File: src/sv/assert_macros.svh
// Assertion helpers for the RTL.
`ifndef ASSERT_MACROS_SVH
`define ASSERT_MACROS_SVH

`ifndef ASSERT_OFF
// prop must hold at every rising edge out of reset
`define ASSERT_ALWAYS(lbl, clk, rst_n, prop, msg) \
    lbl: assert property (@(posedge clk) disable iff (!rst_n) (prop)) else $error(msg);
// when pre holds, post must hold in the following cycle
`define ASSERT_NEXT(lbl, clk, rst_n, pre, post, msg) \
    lbl: assert property (@(posedge clk) disable iff (!rst_n) (pre) |=> (post)) else $error(msg);
`else
`define ASSERT_ALWAYS(lbl, clk, rst_n, prop, msg)
`define ASSERT_NEXT(lbl, clk, rst_n, pre, post, msg)
`endif

`endif

File: src/sv/era_pkg.sv
package era_pkg;

    // Fixed field widths
    localparam int DATA_W     = 32;
    localparam int IDX_FIELD_W = 8;
    localparam int OPCODE_W   = 4;

    // Parameter defaults
    localparam int NUM_REGISTERS_DEF = 256;
    localparam int FRACTION_BITS_DEF = 16;

    // Opcodes
    localparam logic [OPCODE_W-1:0] OP_MUL = 4'd0;
    localparam logic [OPCODE_W-1:0] OP_DIV = 4'd1;
    localparam logic [OPCODE_W-1:0] OP_MOD = 4'd2;
    localparam logic [OPCODE_W-1:0] OP_ADD = 4'd3;
    localparam logic [OPCODE_W-1:0] OP_SUB = 4'd4;
    localparam logic [OPCODE_W-1:0] OP_GT  = 4'd5;
    localparam logic [OPCODE_W-1:0] OP_LT  = 4'd6;
    localparam logic [OPCODE_W-1:0] OP_GE  = 4'd7;
    localparam logic [OPCODE_W-1:0] OP_LE  = 4'd8;
    localparam logic [OPCODE_W-1:0] OP_EQ  = 4'd9;
    localparam logic [OPCODE_W-1:0] OP_NE  = 4'd10;
    localparam logic [OPCODE_W-1:0] OP_AND = 4'd11;
    localparam logic [OPCODE_W-1:0] OP_OR  = 4'd12;

    // Mode codes
    localparam logic MODE_PRESET = 1'b0;
    localparam logic MODE_EXEC   = 1'b1;

    typedef struct packed {
        logic                        mode;
        logic [OPCODE_W-1:0]         opcode;
        logic [IDX_FIELD_W-1:0]      src_a;
        logic [IDX_FIELD_W-1:0]      src_b;
        logic [IDX_FIELD_W-1:0]      dest;
        logic signed [DATA_W-1:0]    preset_value;
        logic                        last_op;
    } req_t;

    typedef struct packed {
        logic [IDX_FIELD_W-1:0]      written_index;
        logic signed [DATA_W-1:0]    written_value;
        logic                        div_zero;
        logic                        saturated;
        logic                        last;
    } res_t;

    typedef enum logic [2:0] {
        S_CLEAR,
        S_IDLE,
        S_RD_A,
        S_RD_B,
        S_RD_C,
        S_LOAD_C,
        S_DIV,
        S_WRITE
    } state_t;

    typedef enum logic [1:0] {
        RD_A,
        RD_B,
        RD_C
    } rd_sel_t;

    // Controller to datapath
    typedef struct packed {
        logic    load_req;
        rd_sel_t rd_sel;
        logic    load_a;
        logic    load_b;
        logic    load_c;
        logic    div_start;
        logic    load_res;
        logic    clear_step;
    } cmd_t;

    // Datapath to controller
    typedef struct packed {
        logic req_exec;
        logic op_mul;
        logic op_div;
        logic b_zero;
        logic div_busy;
        logic div_done;
        logic res_free;
        logic clear_done;
    } sts_t;

endpackage

File: src/sv/era_ctrl.sv
`include "assert_macros.svh"

module era_ctrl (
    input  logic          clk,
    input  logic          rst_n,
    input  logic          req_valid,
    output logic          req_stall,
    input  era_pkg::sts_t sts,
    output era_pkg::cmd_t cmd
);

    era_pkg::state_t state_reg, state_next;

    // next state
    always_comb
    begin
        state_next = state_reg;
        unique case (state_reg)
            era_pkg::S_CLEAR:
                if (sts.clear_done)
                begin
                    state_next = era_pkg::S_IDLE;
                end
            era_pkg::S_IDLE:
                if (req_valid)
                begin
                    state_next = sts.req_exec ? era_pkg::S_RD_A : era_pkg::S_WRITE;
                end
            era_pkg::S_RD_A:   state_next = era_pkg::S_RD_B;
            era_pkg::S_RD_B:   state_next = era_pkg::S_RD_C;
            era_pkg::S_RD_C:   state_next = era_pkg::S_LOAD_C;
            era_pkg::S_LOAD_C:
                if (sts.op_div && !sts.b_zero)
                begin
                    state_next = era_pkg::S_DIV;
                end
                else
                begin
                    state_next = era_pkg::S_WRITE;
                end
            era_pkg::S_DIV:
                if (sts.div_done)
                begin
                    state_next = era_pkg::S_WRITE;
                end
            era_pkg::S_WRITE:
                if (sts.res_free)
                begin
                    state_next = era_pkg::S_IDLE;
                end
            default: state_next = era_pkg::S_CLEAR;
        endcase
    end

    // outputs
    always_comb
    begin
        cmd            = '0;
        cmd.rd_sel     = era_pkg::RD_A;
        req_stall      = 1'b1;
        unique case (state_reg)
            era_pkg::S_CLEAR:
                cmd.clear_step = 1'b1;
            era_pkg::S_IDLE:
            begin
                req_stall    = 1'b0;
                cmd.load_req = req_valid;
            end
            era_pkg::S_RD_A:
                cmd.rd_sel = era_pkg::RD_A;
            era_pkg::S_RD_B:
            begin
                cmd.rd_sel = era_pkg::RD_B;
                cmd.load_a = 1'b1;
            end
            era_pkg::S_RD_C:
            begin
                cmd.rd_sel = era_pkg::RD_C;
                cmd.load_b = 1'b1;
            end
            era_pkg::S_LOAD_C:
            begin
                cmd.load_c    = 1'b1;
                cmd.div_start = sts.op_div && !sts.b_zero;
            end
            era_pkg::S_DIV:
                cmd.rd_sel = era_pkg::RD_A;
            era_pkg::S_WRITE:
                cmd.load_res = sts.res_free;
            default:
                req_stall = 1'b1;
        endcase
    end

    always_ff @(posedge clk or negedge rst_n)
    begin
        if (!rst_n)
        begin
            state_reg <= era_pkg::S_CLEAR;
        end
        else
        begin
            state_reg <= state_next;
        end
    end

    // checks
    `ASSERT_NEXT(a_accept_leaves_idle, clk, rst_n, (state_reg == era_pkg::S_IDLE) && req_valid, state_reg != era_pkg::S_IDLE, "request accepted but controller stayed idle")
    `ASSERT_ALWAYS(a_div_busy_in_div, clk, rst_n, (state_reg != era_pkg::S_DIV) || sts.div_busy, "divide state entered with divider idle")
    `ASSERT_NEXT(a_clear_holds, clk, rst_n, (state_reg == era_pkg::S_CLEAR) && !sts.clear_done, state_reg == era_pkg::S_CLEAR, "clearing pass left early")

endmodule

File: config.mk
export PLATFORM = sky130hd
export DESIGN_NAME = era_ctrl
export DESIGN_NICKNAME = d
export VERILOG_FILES = /design/src/sv/era_pkg.sv /design/src/sv/era_ctrl.sv
export VERILOG_INCLUDE_DIRS = /design/src /design/src/sv
export SDC_FILE = /design/constraint.sdc
export NUM_CORES = 1
export LEC_CHECK = 0
export BUFFER_PORTS_ARGS = -buffer_cell sky130_fd_sc_hd__buf_2
export CORE_AREA = 2 2 39 41
export DETAILED_ROUTE_END_ITERATION = 16
export DIE_AREA = 0 0 41 43
export MAX_ROUTING_LAYER = met4
export PLACE_DENSITY_LB_ADDON = 0.1
export SLEW_MARGIN = 20
export SYNTH_ARGS = -nofsm -noshare
export SYNTH_HDL_FRONTEND = slang
export SYNTH_SLANG_ARGS = --single-unit
File: constraint.sdc
create_clock -name clk -period 2.1 [get_ports clk]
set_clock_uncertainty 0.15 [all_clocks]
set_input_delay 0 -clock clk [delete_from_list [all_inputs] [get_ports clk]]
set_output_delay 0 -clock clk [all_outputs]
set_load 0.01 [all_outputs]
Word-level counts from Yosys, hierarchy flattened
Index checks and enable logic that the tools add are counted.

word-level totals
  bits in writable memories = 0
  logic and storage cells = 31
  bits in latches = 0
  register bits = 3
  output and inout bits = 10
  memory bits (read-only) = 0
  memories kept = 0

operators by class
  multiplexer cells = 15
  equality and inequality tests = 11
  $mul = 0
  bitwise logic cells = 0
  add/subtract/negate cells = 0
  magnitude comparators = 0
  shift-type cells = 0
  reductions and logical operators = 4
  divide/modulo/power cells = 0

operators with widths
  operator            number
  $pmux 3 s8          1
  $mux 3              5
  $eq 3x3->1 const B  4
  $ne 2x2->1 const B  4
  $mux 1              7
  $eq 3x2->1 const B  2
  $pmux 2 s2          1
  $reduce_and 4->1    1
  $eq 3x1->1 const B  1
  $logic_not 3->1     1
  $mux 2              1
  $logic_and 1x1->1   1
  $logic_not 1->1     1

Longest topological paths before layout
Gate-level depths: netlist (run 1).

  depth after elaboration = 4
  depth in mapped cells = 4
  gate-level depth less buffers = 3

Worst setup path after synthesis (run 1)
Ideal clock, no wire load.

  path kind = reg-to-output
  start point = register state_reg[0]
  end point = output cmd[7] in the netlist's numbering
  arrival = 1086 ps
  required time = 1950 ps
  stages on the path, launching flop included = 4
  buffers on the path = 2
  setup slack = 864 ps
  cell sequence = dfrtp_1 -> buf_2 -> nor3_1 -> buf_4

RTL lines
  item                      line             RTL
  start: declaration        era_ctrl.sv:12   era_pkg::state_t state_reg, state_next;
  start signal: assignment  era_ctrl.sv:99   state_reg <= era_pkg::S_CLEAR;
  start signal: assignment  era_ctrl.sv:103  state_reg <= state_next;
  end: declaration          era_ctrl.sv:9    output era_pkg::cmd_t cmd

Worst setup path in the final report (run 1)
  start point = register state_reg[2]
  end point = register state_reg[0]

between the ends
  cells in the longest elaborated chain, start to end = 3
  elaborated cells between the ends (all ways) = 14
  classes of those cells = 11 x eq/ne; 1 x mux; 2 x reduce/logical

RTL lines
  item                                      line            RTL
  $eq 3x3->1, or another cell as far along  era_ctrl.sv:18  unique case (state_reg)
  $ne 2x2->1 (no line)                      -
  $reduce_and 4->1 (no line)                -

Several ways; a longest one is shown, not always the timed one.
A chain may end at the register's enable or synchronous reset.

==> results of run 1 <==
cell families after synthesis:
logic type / share of synthesized area
DFF: 0.274
and+or+nand+nor: 0.324
AOI/OAI and AO/OA: 0.237
buffers and inverters: 0.164
cells in the final DEF, fill, tap and decap left out, types with 2 or more instances in the layout:
cell,count
nor3_1,3
o221ai_2,2
nor3b_1,2
dlygate4sd3_1,6
buf_2,18
nor2_1,6
nand2_1,3
a21oi_1,2
dfrtp_1,3
clkbuf_4,3
through the flow:
| stage | setup slack, ps | cell area (um2) | hold WS (ps) |
|---|---|---|---|
| 3_5_place_dp | 831 | 349 | -354 |
| 5_1_grt | 178 | 435 | 106 |
| 2_1_floorplan | 864 | 274 | -446 |
| 3_3_place_gp | 842 | 349 | -355 |
| 4_1_cts | 273 | 435 | 78.5 |
| 6_report | 291 | 435 | 80.2 |
worst max-delay path by stage:
stage	startpoint	endpoint	slack, ps	cells after the start
finish	state_reg[2]	state_reg[0]	290	4
global route	state_reg[2]	state_reg[0]	180	4
CTS	state_reg[2]	state_reg[0]	270	4
detailed placement	state_reg[2]	state_reg[0]	830	3
global placement	state_reg[2]	state_reg[0]	840	3
floorplan	state_reg[0]	cmd[7]	860	3
critical path, stage by stage (launching register included):
cell,delay [ps]
dfrtp_1,570
nand3b_2,140
o221ai_2,180
o31ai_2,90
dlygate4sd3_1,570
cell type report:
type,instances,area (um2),area share
multi-input combinational,24,154,0.353
timing repair buffer,24,150,0.345
sequential,3,75.1,0.172
clock buffer,4,26.3,0.0603
tap,16,20.0,0.0460
inverter,2,10.0,0.0230
per-layer routing:
metal | part of all wire | routed length, um
met3 | 0.065 | 41
met4 | 0.022 | 14
met1 | 0.43 | 271
met2 | 0.48 | 299
met5 | 0 | 0
repair_timing:
action / 4_1_cts / 5_1_grt
endpoints found under the hold margin: 6 / 0
setup buffers: 0 / 0
hold buffers: 6 / 0
power groups by stage:
stage | registers [mW] | clock network (mW) | logic (mW)
after floorplan | 0.102 | 0 | 0.274
after global placement | 0.175 | 0 | 0.236
after detailed placement | 0.176 | 0 | 0.236
after CTS | 0.175 | 0.107 | 0.264
after global routing | 0.187 | 0.117 | 0.294
final | 0.174 | 0.100 | 0.258
==> summary.md, run 1 <==
| Metric | Value |
|---|---|
| Largest area contributor in the netlist | `dfrtp_1` |
| Wire per inst | `8.59 um` |
| Max Slew Vio Count | `0` |
| Hold Crit Start | `req_valid` |
| Met3 Usage GRT | `0.0314` |
| Worst Setup Start Kind | `flop` |
| Cell row count | `14` |
| Worst-Skew Late Latency | `230 ps` |
| Clock power share | `0.188` |
| Antenna-violating nets left | `0` |
| Number of nets in the layout | `69` |
| Most Crowded Layer GR | `met2` |
| Die width | `41 um` |
| Layout cells sized above 1 | `0.456` |
| Power density over the cells | `1220 mW/mm2` |
| RSZ-0062 raised after global routing | `no` |
| Area of the die | `0.00176 mm2` |
| Largest cells by area after synthesis | `dfrtp_1 27%, o221ai_2 11%, buf_6 8.2%, nor2_1 8.2%, nor3_1 5.5%` |
| Clock transition at the registers of the reported paths | `40 ps` |
| Max Clk Rate | `0.553 GHz` |
| Post-synth top flop | `dfrtp_1` |
| Largest net degree at the start of global routing | `14` |
| Post-synth top cells | `6 x nor2_1, 3 x dfrtp_1, 3 x nand2_1, 3 x nor3_1` |
| Initial core utilization | `0.198` |
| Sw Share | `0.442` |
| CTS tree | `yes` |
| PortBufs | `18` |
| Max clock buf depth | `2` |
| Global routing met2 resource utilization | `0.106` |
| Area of the core | `0.00138 mm2` |
| Crit path time final | `1810 ps` |
| Ant. Diodes | `0` |
| Area fraction of the dominant cell type after synthesis | `0.274` |
| Number of antenna violations at the first check in global routing | `0` |
| Total number of vias | `306` |
| Actual slew at the worst max-slew pin | `398 ps` |
| Total power | `0.532 mW` |
| Max reg flops | `3` |
| R2R Path Start | `state_reg[2]` |
| Vias in the first global route | `228` |
| Syn Nets | `44` |
| Placed cells | `63` |
| CTS sink count | `3` |
| Gates resized, CTS repair | `0` |
| DRC | `0` |
| CP Class | `reg2reg` |
| Layout fillers | `161` |
| Final GP Congestion | `0.605` |
| Int Power | `0.297 mW` |
| First-pass GRT wire length | `959 um` |
| Fin util | `0.315` |
| Chip Height | `43 um` |
| Setup TNS | `0 ps` |
| Sequential power share | `0.327` |
| Ys async rst share | `1.00` |
| Maximum capacitance violations | `0` |
| Synthesized area | `274 um2` |
| CP Capture Type | `flop` |
| H-tree Lvls | `1` |
| Global route total overflow | `0` |
| R2r endpoint | `state_reg[0]` |
| Router iterations before antenna repair | `2` |
| DRT Wirelength | `627 um` |
| Switching power | `0.236 mW` |
| Worst EP required | `2060 ps` |
| Register area share after synthesis | `0.274` |
| Non-filler cells, final | `73` |
| Peak supply drop | `0.503 mV` |
| EDFF count, synth | `0` |
| DR iter-0 viols | `1` |
| GRT Util Overall | `0.0866` |
| Worst Hold Path EP | `state_reg[1]` |
| R2R Setup Slk | `290 ps` |
| Worst-path fanout max | `10` |
| CTS Buf Count | `3` |
| Final Setup Violations | `0` |
| Met1 GRT Util | `0.104` |
| Synth cell types | `18` |
| #FFs+latches synth | `3` |
| Relative slew slack | `0.734` |
| Boundary Pins | `21` |
| Syn Inst Count | `33` |
| Vias per Instance | `4.19` |
| Hold path depth | `4` |
| Status | `complete, no violations` |
| Leakage | `0.213 nW` |
| Endpoints failing hold | `0` |
| R2R cell count | `4` |
| Top-count cell post-synth | `nor2_1` |
| CP arrival | `1770 ps` |
| HP Class | `in2reg` |
| Fin crit share | `0.861` |
| Area grow syn2layout | `58.9%` |
| Comb pwr share | `0.484` |
| Root buffer cell | `clkbuf_4` |
| Synth Area per Inst | `8.30 um2` |
| Synth warn | `0` |
| HPWL after DPL | `472 um` |
No activity file was read; power rests on OpenSTA's default activity.
==> inputs of run 2 (changes only) <==
Settings changed: PLACE_DENSITY_LB_ADDON 0.1 to unset, RECOVER_POWER set to 100.
==> summary.md, run 2 (synthesis gave the netlist of run 1 again) <==
| Metric | Value |
|---|---|
| Peak supply drop | `0.554 mV (+10%)` |
| Final Setup Violations | `0 (unchanged)` |
| CP arrival | `1820 ps (+50 ps)` |
| Endpoints failing hold | `0 (unchanged)` |
| Worst path cell trace | `nand3b_2 > o221ai_1 > o31ai_2 > dlygate4sd3_1` |
| Worst-path fanout max | `10 (unchanged)` |
| Relative slew slack | `0.746 (+0.0117)` |
| Max clock buf depth | `2 (unchanged)` |
| Largest net degree at the start of global routing | `14 (unchanged)` |
| CTS sink count | `3 (unchanged)` |
| Max reg flops | `3 (unchanged)` |
| Post-Layout Inst Area | `417 um2 (-4.3%)` |
| Maximum capacitance violations | `0 (unchanged)` |
| Max Slew Vio Count | `0 (unchanged)` |
| Status | `complete, no violations` |
| Antenna-violating nets left | `0 (unchanged)` |
| Area of the core | `0.00138 mm2 (unchanged)` |
| Initial core utilization | `0.198 (unchanged)` |
| Chip Height | `43 um (unchanged)` |
| PortBufs | `18 (unchanged)` |
| Crit path time final | `1850 ps (+37.2 ps)` |
| Clock transition at the registers of the reported paths | `40 ps (about the same)` |
| Most frequent cells in the layout | `11 x clkbuf_1, 8 x buf_2, 6 x nor2_1, 6 x dlygate4sd3_1` |
| Area of the die | `0.00176 mm2 (unchanged)` |
| H-tree Lvls | `1 (unchanged)` |
| Total number of vias | `320 (+4.6%)` |
| Worst-Skew Late Latency | `240 ps (about the same)` |
| Setup TNS | `0 ps (unchanged)` |
| Layout cells sized above 1 | `0.263 (-0.193)` |
| Power density over the cells | `1260 mW/mm2 (+2.8%)` |
| CTS tree | `yes` |
| Wire per inst | `9.70 um (+13%)` |
| Area of the multi-input gates | `148 um2 (-4.1%)` |
| HPWL after DPL | `486 um (+3.1%)` |
| Buf+Inv Stages, Crit Path | `1 (unchanged)` |
| Fin crit share | `0.879 (+0.0177)` |
| Die width | `41 um (unchanged)` |
| Dpl cell area | `349 um2 (unchanged)` |
| Worst Setup Start Kind | `flop` |
| CP peak stage delay | `580 ps (about the same)` |
| CTS Buf Count | `3 (unchanged)` |
| Global route total overflow | `0 (unchanged)` |
| Final GP Congestion | `0.759 (+25%)` |
| Root buffer cell | `clkbuf_4` |
| RSZ-0062 raised after global routing | `no` |
| Layout fillers | `154 (-4.3%)` |
| Number of antenna violations at the first check in global routing | `0 (unchanged)` |
| Vias in the first global route | `259 (+14%)` |
| Vias per Instance | `4.38 (+4.6%)` |
| Ant. Diodes | `0 (unchanged)` |
| Worst path slowest cell | `dlygate4sd3_1` |
| CP Capture Type | `flop` |
| Number of nets in the layout | `69 (unchanged)` |
| First-pass GRT wire length | `1080 um (+13%)` |
| DRT Wirelength | `708 um (+13%)` |
| Min Hold Slack | `62.7 ps (-17.5 ps)` |
| Max Clk Rate | `0.542 GHz (-2.0%)` |
| Family with the most delay on the worst path | `buffers and inverters` |
| CP Class | `reg2reg` |
| DR iter-0 viols | `3 (+2)` |
| DRC | `0 (unchanged)` |
| Seq. cell area | `75.1 um2 (unchanged)` |
| Boundary Pins | `21 (unchanged)` |
| Worst EP required | `2070 ps (about the same)` |
| Actual slew at the worst max-slew pin | `381 ps (-17.5 ps)` |
| HP Class | `in2reg` |
| Cell row count | `14 (unchanged)` |
| Most common cell after layout, fill and taps aside | `clkbuf_1` |
| Area grow syn2layout | `52.1%` |
| GRT Util Overall | `0.106 (+0.0198)` |
| Router iterations before antenna repair | `4 (+2)` |
| Leakage | `0.174 nW (-18%)` |
[run 2: changes by cell type in the layout (fill, tap and decap cells not counted)]
| cell | previous run | this run |
|---|---|---|
| buf_2 | 18 | 8 |
| o221ai_2 | 2 | 1 |
| o221ai_1 | 0 | 1 |
| clkbuf_1 | 1 | 11 |
[run 2: worst register-to-register path, delay by kind of cell (launching register included)]
kind,cells,cell delay (ps)
AOI/OAI and AO/OA,2,310
buffers and inverters,1,580
DFF,1,550
and+or+nand+nor,1,130
[run 2: per-stage QoR]
stage	util	total power [mW]	setup slack, ps	std cells
floorplan	-	0.375	864	33
global placement	0.252	0.410	838	63
detailed placement	0.252	0.411	841	63
CTS	0.315	0.550	283	73
global route	0.301	0.572	143	73
finish	0.301	0.524	254	73
[run 2: metal layers]
metal	part of all wire	track usage	wire length, um
met2	0.42	0.113	294
met4	0.054	0.120	38
met5	0	-	0
met3	0.086	0.0628	61
met1	0.44	0.121	314
[run 2: power by group]
part,switching [mW],total [mW],internal [mW],leakage [nW]
combinational,0.121,0.244,0.123,0.127
clock,0.0372,0.109,0.0717,0.0150
sequential,0.0854,0.170,0.0850,0.0324
[run 2: final cells by class]
| cell class | count | share of cell area |
|---|---|---|
| Clock buffer | 4 | 0.0631 |
| Inverter | 2 | 0.0240 |
| Multi-Input combinational cell | 24 | 0.354 |
| Sequential cell | 3 | 0.180 |
| Tap cell | 16 | 0.0480 |
| Timing Repair Buffer | 24 | 0.330 |
[run 2: path summary, 6_finish.rpt]
| check | slack, ps | cells past startpoint | to | from |
|---|---|---|---|---|
| hold / removal | 60 | 4 | state_reg[1] | req_valid |
| setup / recovery | 250 | 4 | state_reg[0] | state_reg[2] |
| min in group asynchronous | 470 | 3 | state_reg[0] | rst_n |
| max in group asynchronous | 1190 | 3 | state_reg[2] | rst_n |
| setup reg to reg | 250 | 4 | state_reg[0] | state_reg[2] |
| hold reg to reg | 580 | 2 | state_reg[2] | state_reg[0] |
[run 2: repair_timing]
item / in CTS / in global routing
hold buffers: 6 / 0
buffers inserted: 0 / 0
endpoints found under the hold margin: 6 / 0
gates resized for setup: 0 / 0
==> inputs of run 3 (changes only) <==
Settings changed: ABC_CLOCK_PERIOD_IN_PS set to 2100, RECOVER_POWER 100 to 50.
==> summary.md, run 3 (synthesis gave the netlist of run 1 again) <==
| Metric | Value |
|---|---|
| HPWL after DPL | `486 um (unchanged)` |
| Area grow syn2layout | `57.5%` |
| Global route total overflow | `0 (unchanged)` |
| Max clock buf depth | `2 (unchanged)` |
| Fin crit share | `0.874 (-0.00513)` |
| Worst EP required | `2070 ps (about the same)` |
| Sequential power share | `0.325 (about the same)` |
| Clock transition at the registers of the reported paths | `40 ps (about the same)` |
| Worst-Skew Late Latency | `240 ps (about the same)` |
| Largest net degree at the start of global routing | `14 (unchanged)` |
| Hold Crit Start | `req_valid` |
| Boundary Pins | `21 (unchanged)` |
| Final GP Congestion | `0.759 (unchanged)` |
| Chip Height | `43 um (unchanged)` |
| DRT Wirelength | `701 um (-0.99%)` |
| Worst-path fanout max | `10 (unchanged)` |
| CP Class | `reg2reg` |
| Total number of vias | `323 (+0.94%)` |
| DR iter-0 viols | `3 (unchanged)` |
| Most frequent cells in the layout | `15 x buf_2, 6 x nor2_1, 6 x dlygate4sd3_1` |
| CP peak stage delay | `580 ps (about the same)` |
| Vias per Instance | `4.42 (+0.94%)` |
| Switching power | `0.250 mW (+2.5%)` |
| Area of the core | `0.00138 mm2 (unchanged)` |
| Actual slew at the worst max-slew pin | `419 ps (+38.0 ps)` |
| Vias in the first global route | `259 (unchanged)` |
| GRT Util Overall | `0.106 (unchanged)` |
| Maximum capacitance violations | `0 (unchanged)` |
| Endpoints failing hold | `0 (unchanged)` |
| HP Class | `in2reg` |
| CP arrival | `1800 ps (-20 ps)` |
| Antenna-violating nets left | `0 (unchanged)` |
| R2R Path Start | `state_reg[2]` |
| Crit path time final | `1840 ps (-10.8 ps)` |
| RSZ-0062 raised after global routing | `no` |
| Most common cell after layout, fill and taps aside | `buf_2` |
| First-pass GRT wire length | `1080 um (unchanged)` |
| PortBufs | `18 (unchanged)` |
| Worst path slowest cell | `dlygate4sd3_1` |
| Comb pwr share | `0.476 (+0.009)` |
| Die width | `41 um (unchanged)` |
| Router iterations before antenna repair | `2 (-2)` |
| Max reg flops | `3 (unchanged)` |
| Peak supply drop | `0.567 mV (+2.3%)` |
| Ant. Diodes | `0 (unchanged)` |
| CP Capture Type | `flop` |
| Leakage | `0.204 nW (+17%)` |
| Initial core utilization | `0.198 (unchanged)` |
| CTS Buf Count | `3 (unchanged)` |
| Max Slew Vio Count | `0 (unchanged)` |
| Worst Setup Start Kind | `flop` |
| Max Clk Rate | `0.545 GHz (+0.59%)` |
| Status | `complete, no violations` |
| Cell row count | `14 (unchanged)` |
| Min Hold Slack | `65.8 ps (+3.11 ps)` |
| Root buffer cell | `clkbuf_4` |
| Sw Share | `0.460 (-0.00551)` |
| Layout cells sized above 1 | `0.404 (+0.140)` |
| Relative slew slack | `0.721 (-0.0253)` |
| Worst path cell trace | `nand3b_2 > o221ai_2 > o31ai_2 > dlygate4sd3_1` |
| Power density over the cells | `1260 mW/mm2 (+0.15%)` |
| DRC | `0 (unchanged)` |
| CTS tree | `yes` |
| Int Power | `0.293 mW (+4.8%)` |
| Area of the die | `0.00176 mm2 (unchanged)` |
| Setup TNS | `0 ps (unchanged)` |
| Final Setup Violations | `0 (unchanged)` |
| Wire per inst | `9.60 um (-0.99%)` |
| Number of antenna violations at the first check in global routing | `0 (unchanged)` |
| CTS sink count | `3 (unchanged)` |
| Number of nets in the layout | `69 (unchanged)` |
| Clock power share | `0.199 (-0.009)` |
| H-tree Lvls | `1 (unchanged)` |
| Worst Setup SP | `state_reg[2]` |
[run 3: cell count changes in the layout (fill, tap and decap cells not counted), sizes merged]
| cell | previous run | this run |
|---|---|---|
| buf | 8 | 15 |
| clkbuf | 14 | 7 |
[run 3: repair_timing]
action / in CTS / in global routing
resized for setup: 0 / 0
setup buffers: 0 / 0
hold buffers: 6 / 0
endpoints found under the hold margin: 6 / 0
[run 3: cell type report]
cell class	count	area, um2
clock buffer	4	26.3
sequential	3	75.1
inverter	2	10.0
fill	149	952
multi-input combinational	24	154
tap	16	20.0
timing repair buffer	24	146
[run 3: worst max-delay path: cells and delay by family, from the launching register on]
kind / cells / cell delay, ps
buffers and inverters: 1 / 580
AO/OA/AOI/OAI: 2 / 270
AND/OR/NAND/NOR: 1 / 140
flip-flops: 1 / 570
[run 3: final timing paths]
check / to / slack [ps] / cells past startpoint
min reg2reg: state_reg[2] / 600 / 2
max in group asynchronous: state_reg[2] / 1190 / 3
min in group asynchronous: state_reg[0] / 470 / 3
max reg2reg: state_reg[0] / 260 / 4
min: state_reg[1] / 70 / 4
max: state_reg[0] / 260 / 4
[run 3: layer usage]
metal | part of all wire | global-route usage | wire (um) | vias to the layer above
met3 | 0.086 | 0.0628 | 60 | 5
li1 | - | - | - | 164
met1 | 0.45 | 0.121 | 312 | 141
met2 | 0.41 | 0.113 | 287 | 13
met4 | 0.058 | 0.120 | 41 | 0
met5 | 0 | - | 0 | -
[run 3: power by group through the flow]
stage               logic [mW]  registers (mW)  clock network (mW)
floorplan                0.274           0.102                   0
global placement         0.236           0.174                   0
detailed placement       0.235           0.176                   0
CTS                      0.264           0.176               0.111
global route             0.289           0.185               0.117
finish                   0.259           0.176               0.108
[run 3: through the flow]
step                      setup slack [ps]  total power [mW]  area (um2)  utilization  cells
after floorplan                        864             0.375         274            -     33
after global placement                 838             0.410         349        0.252     63
after detailed placement               841             0.411         349        0.252     63
after CTS                              283             0.550         435        0.315     73
after global routing                   173             0.591         432        0.312     73
final                                  265             0.543         432        0.312     73
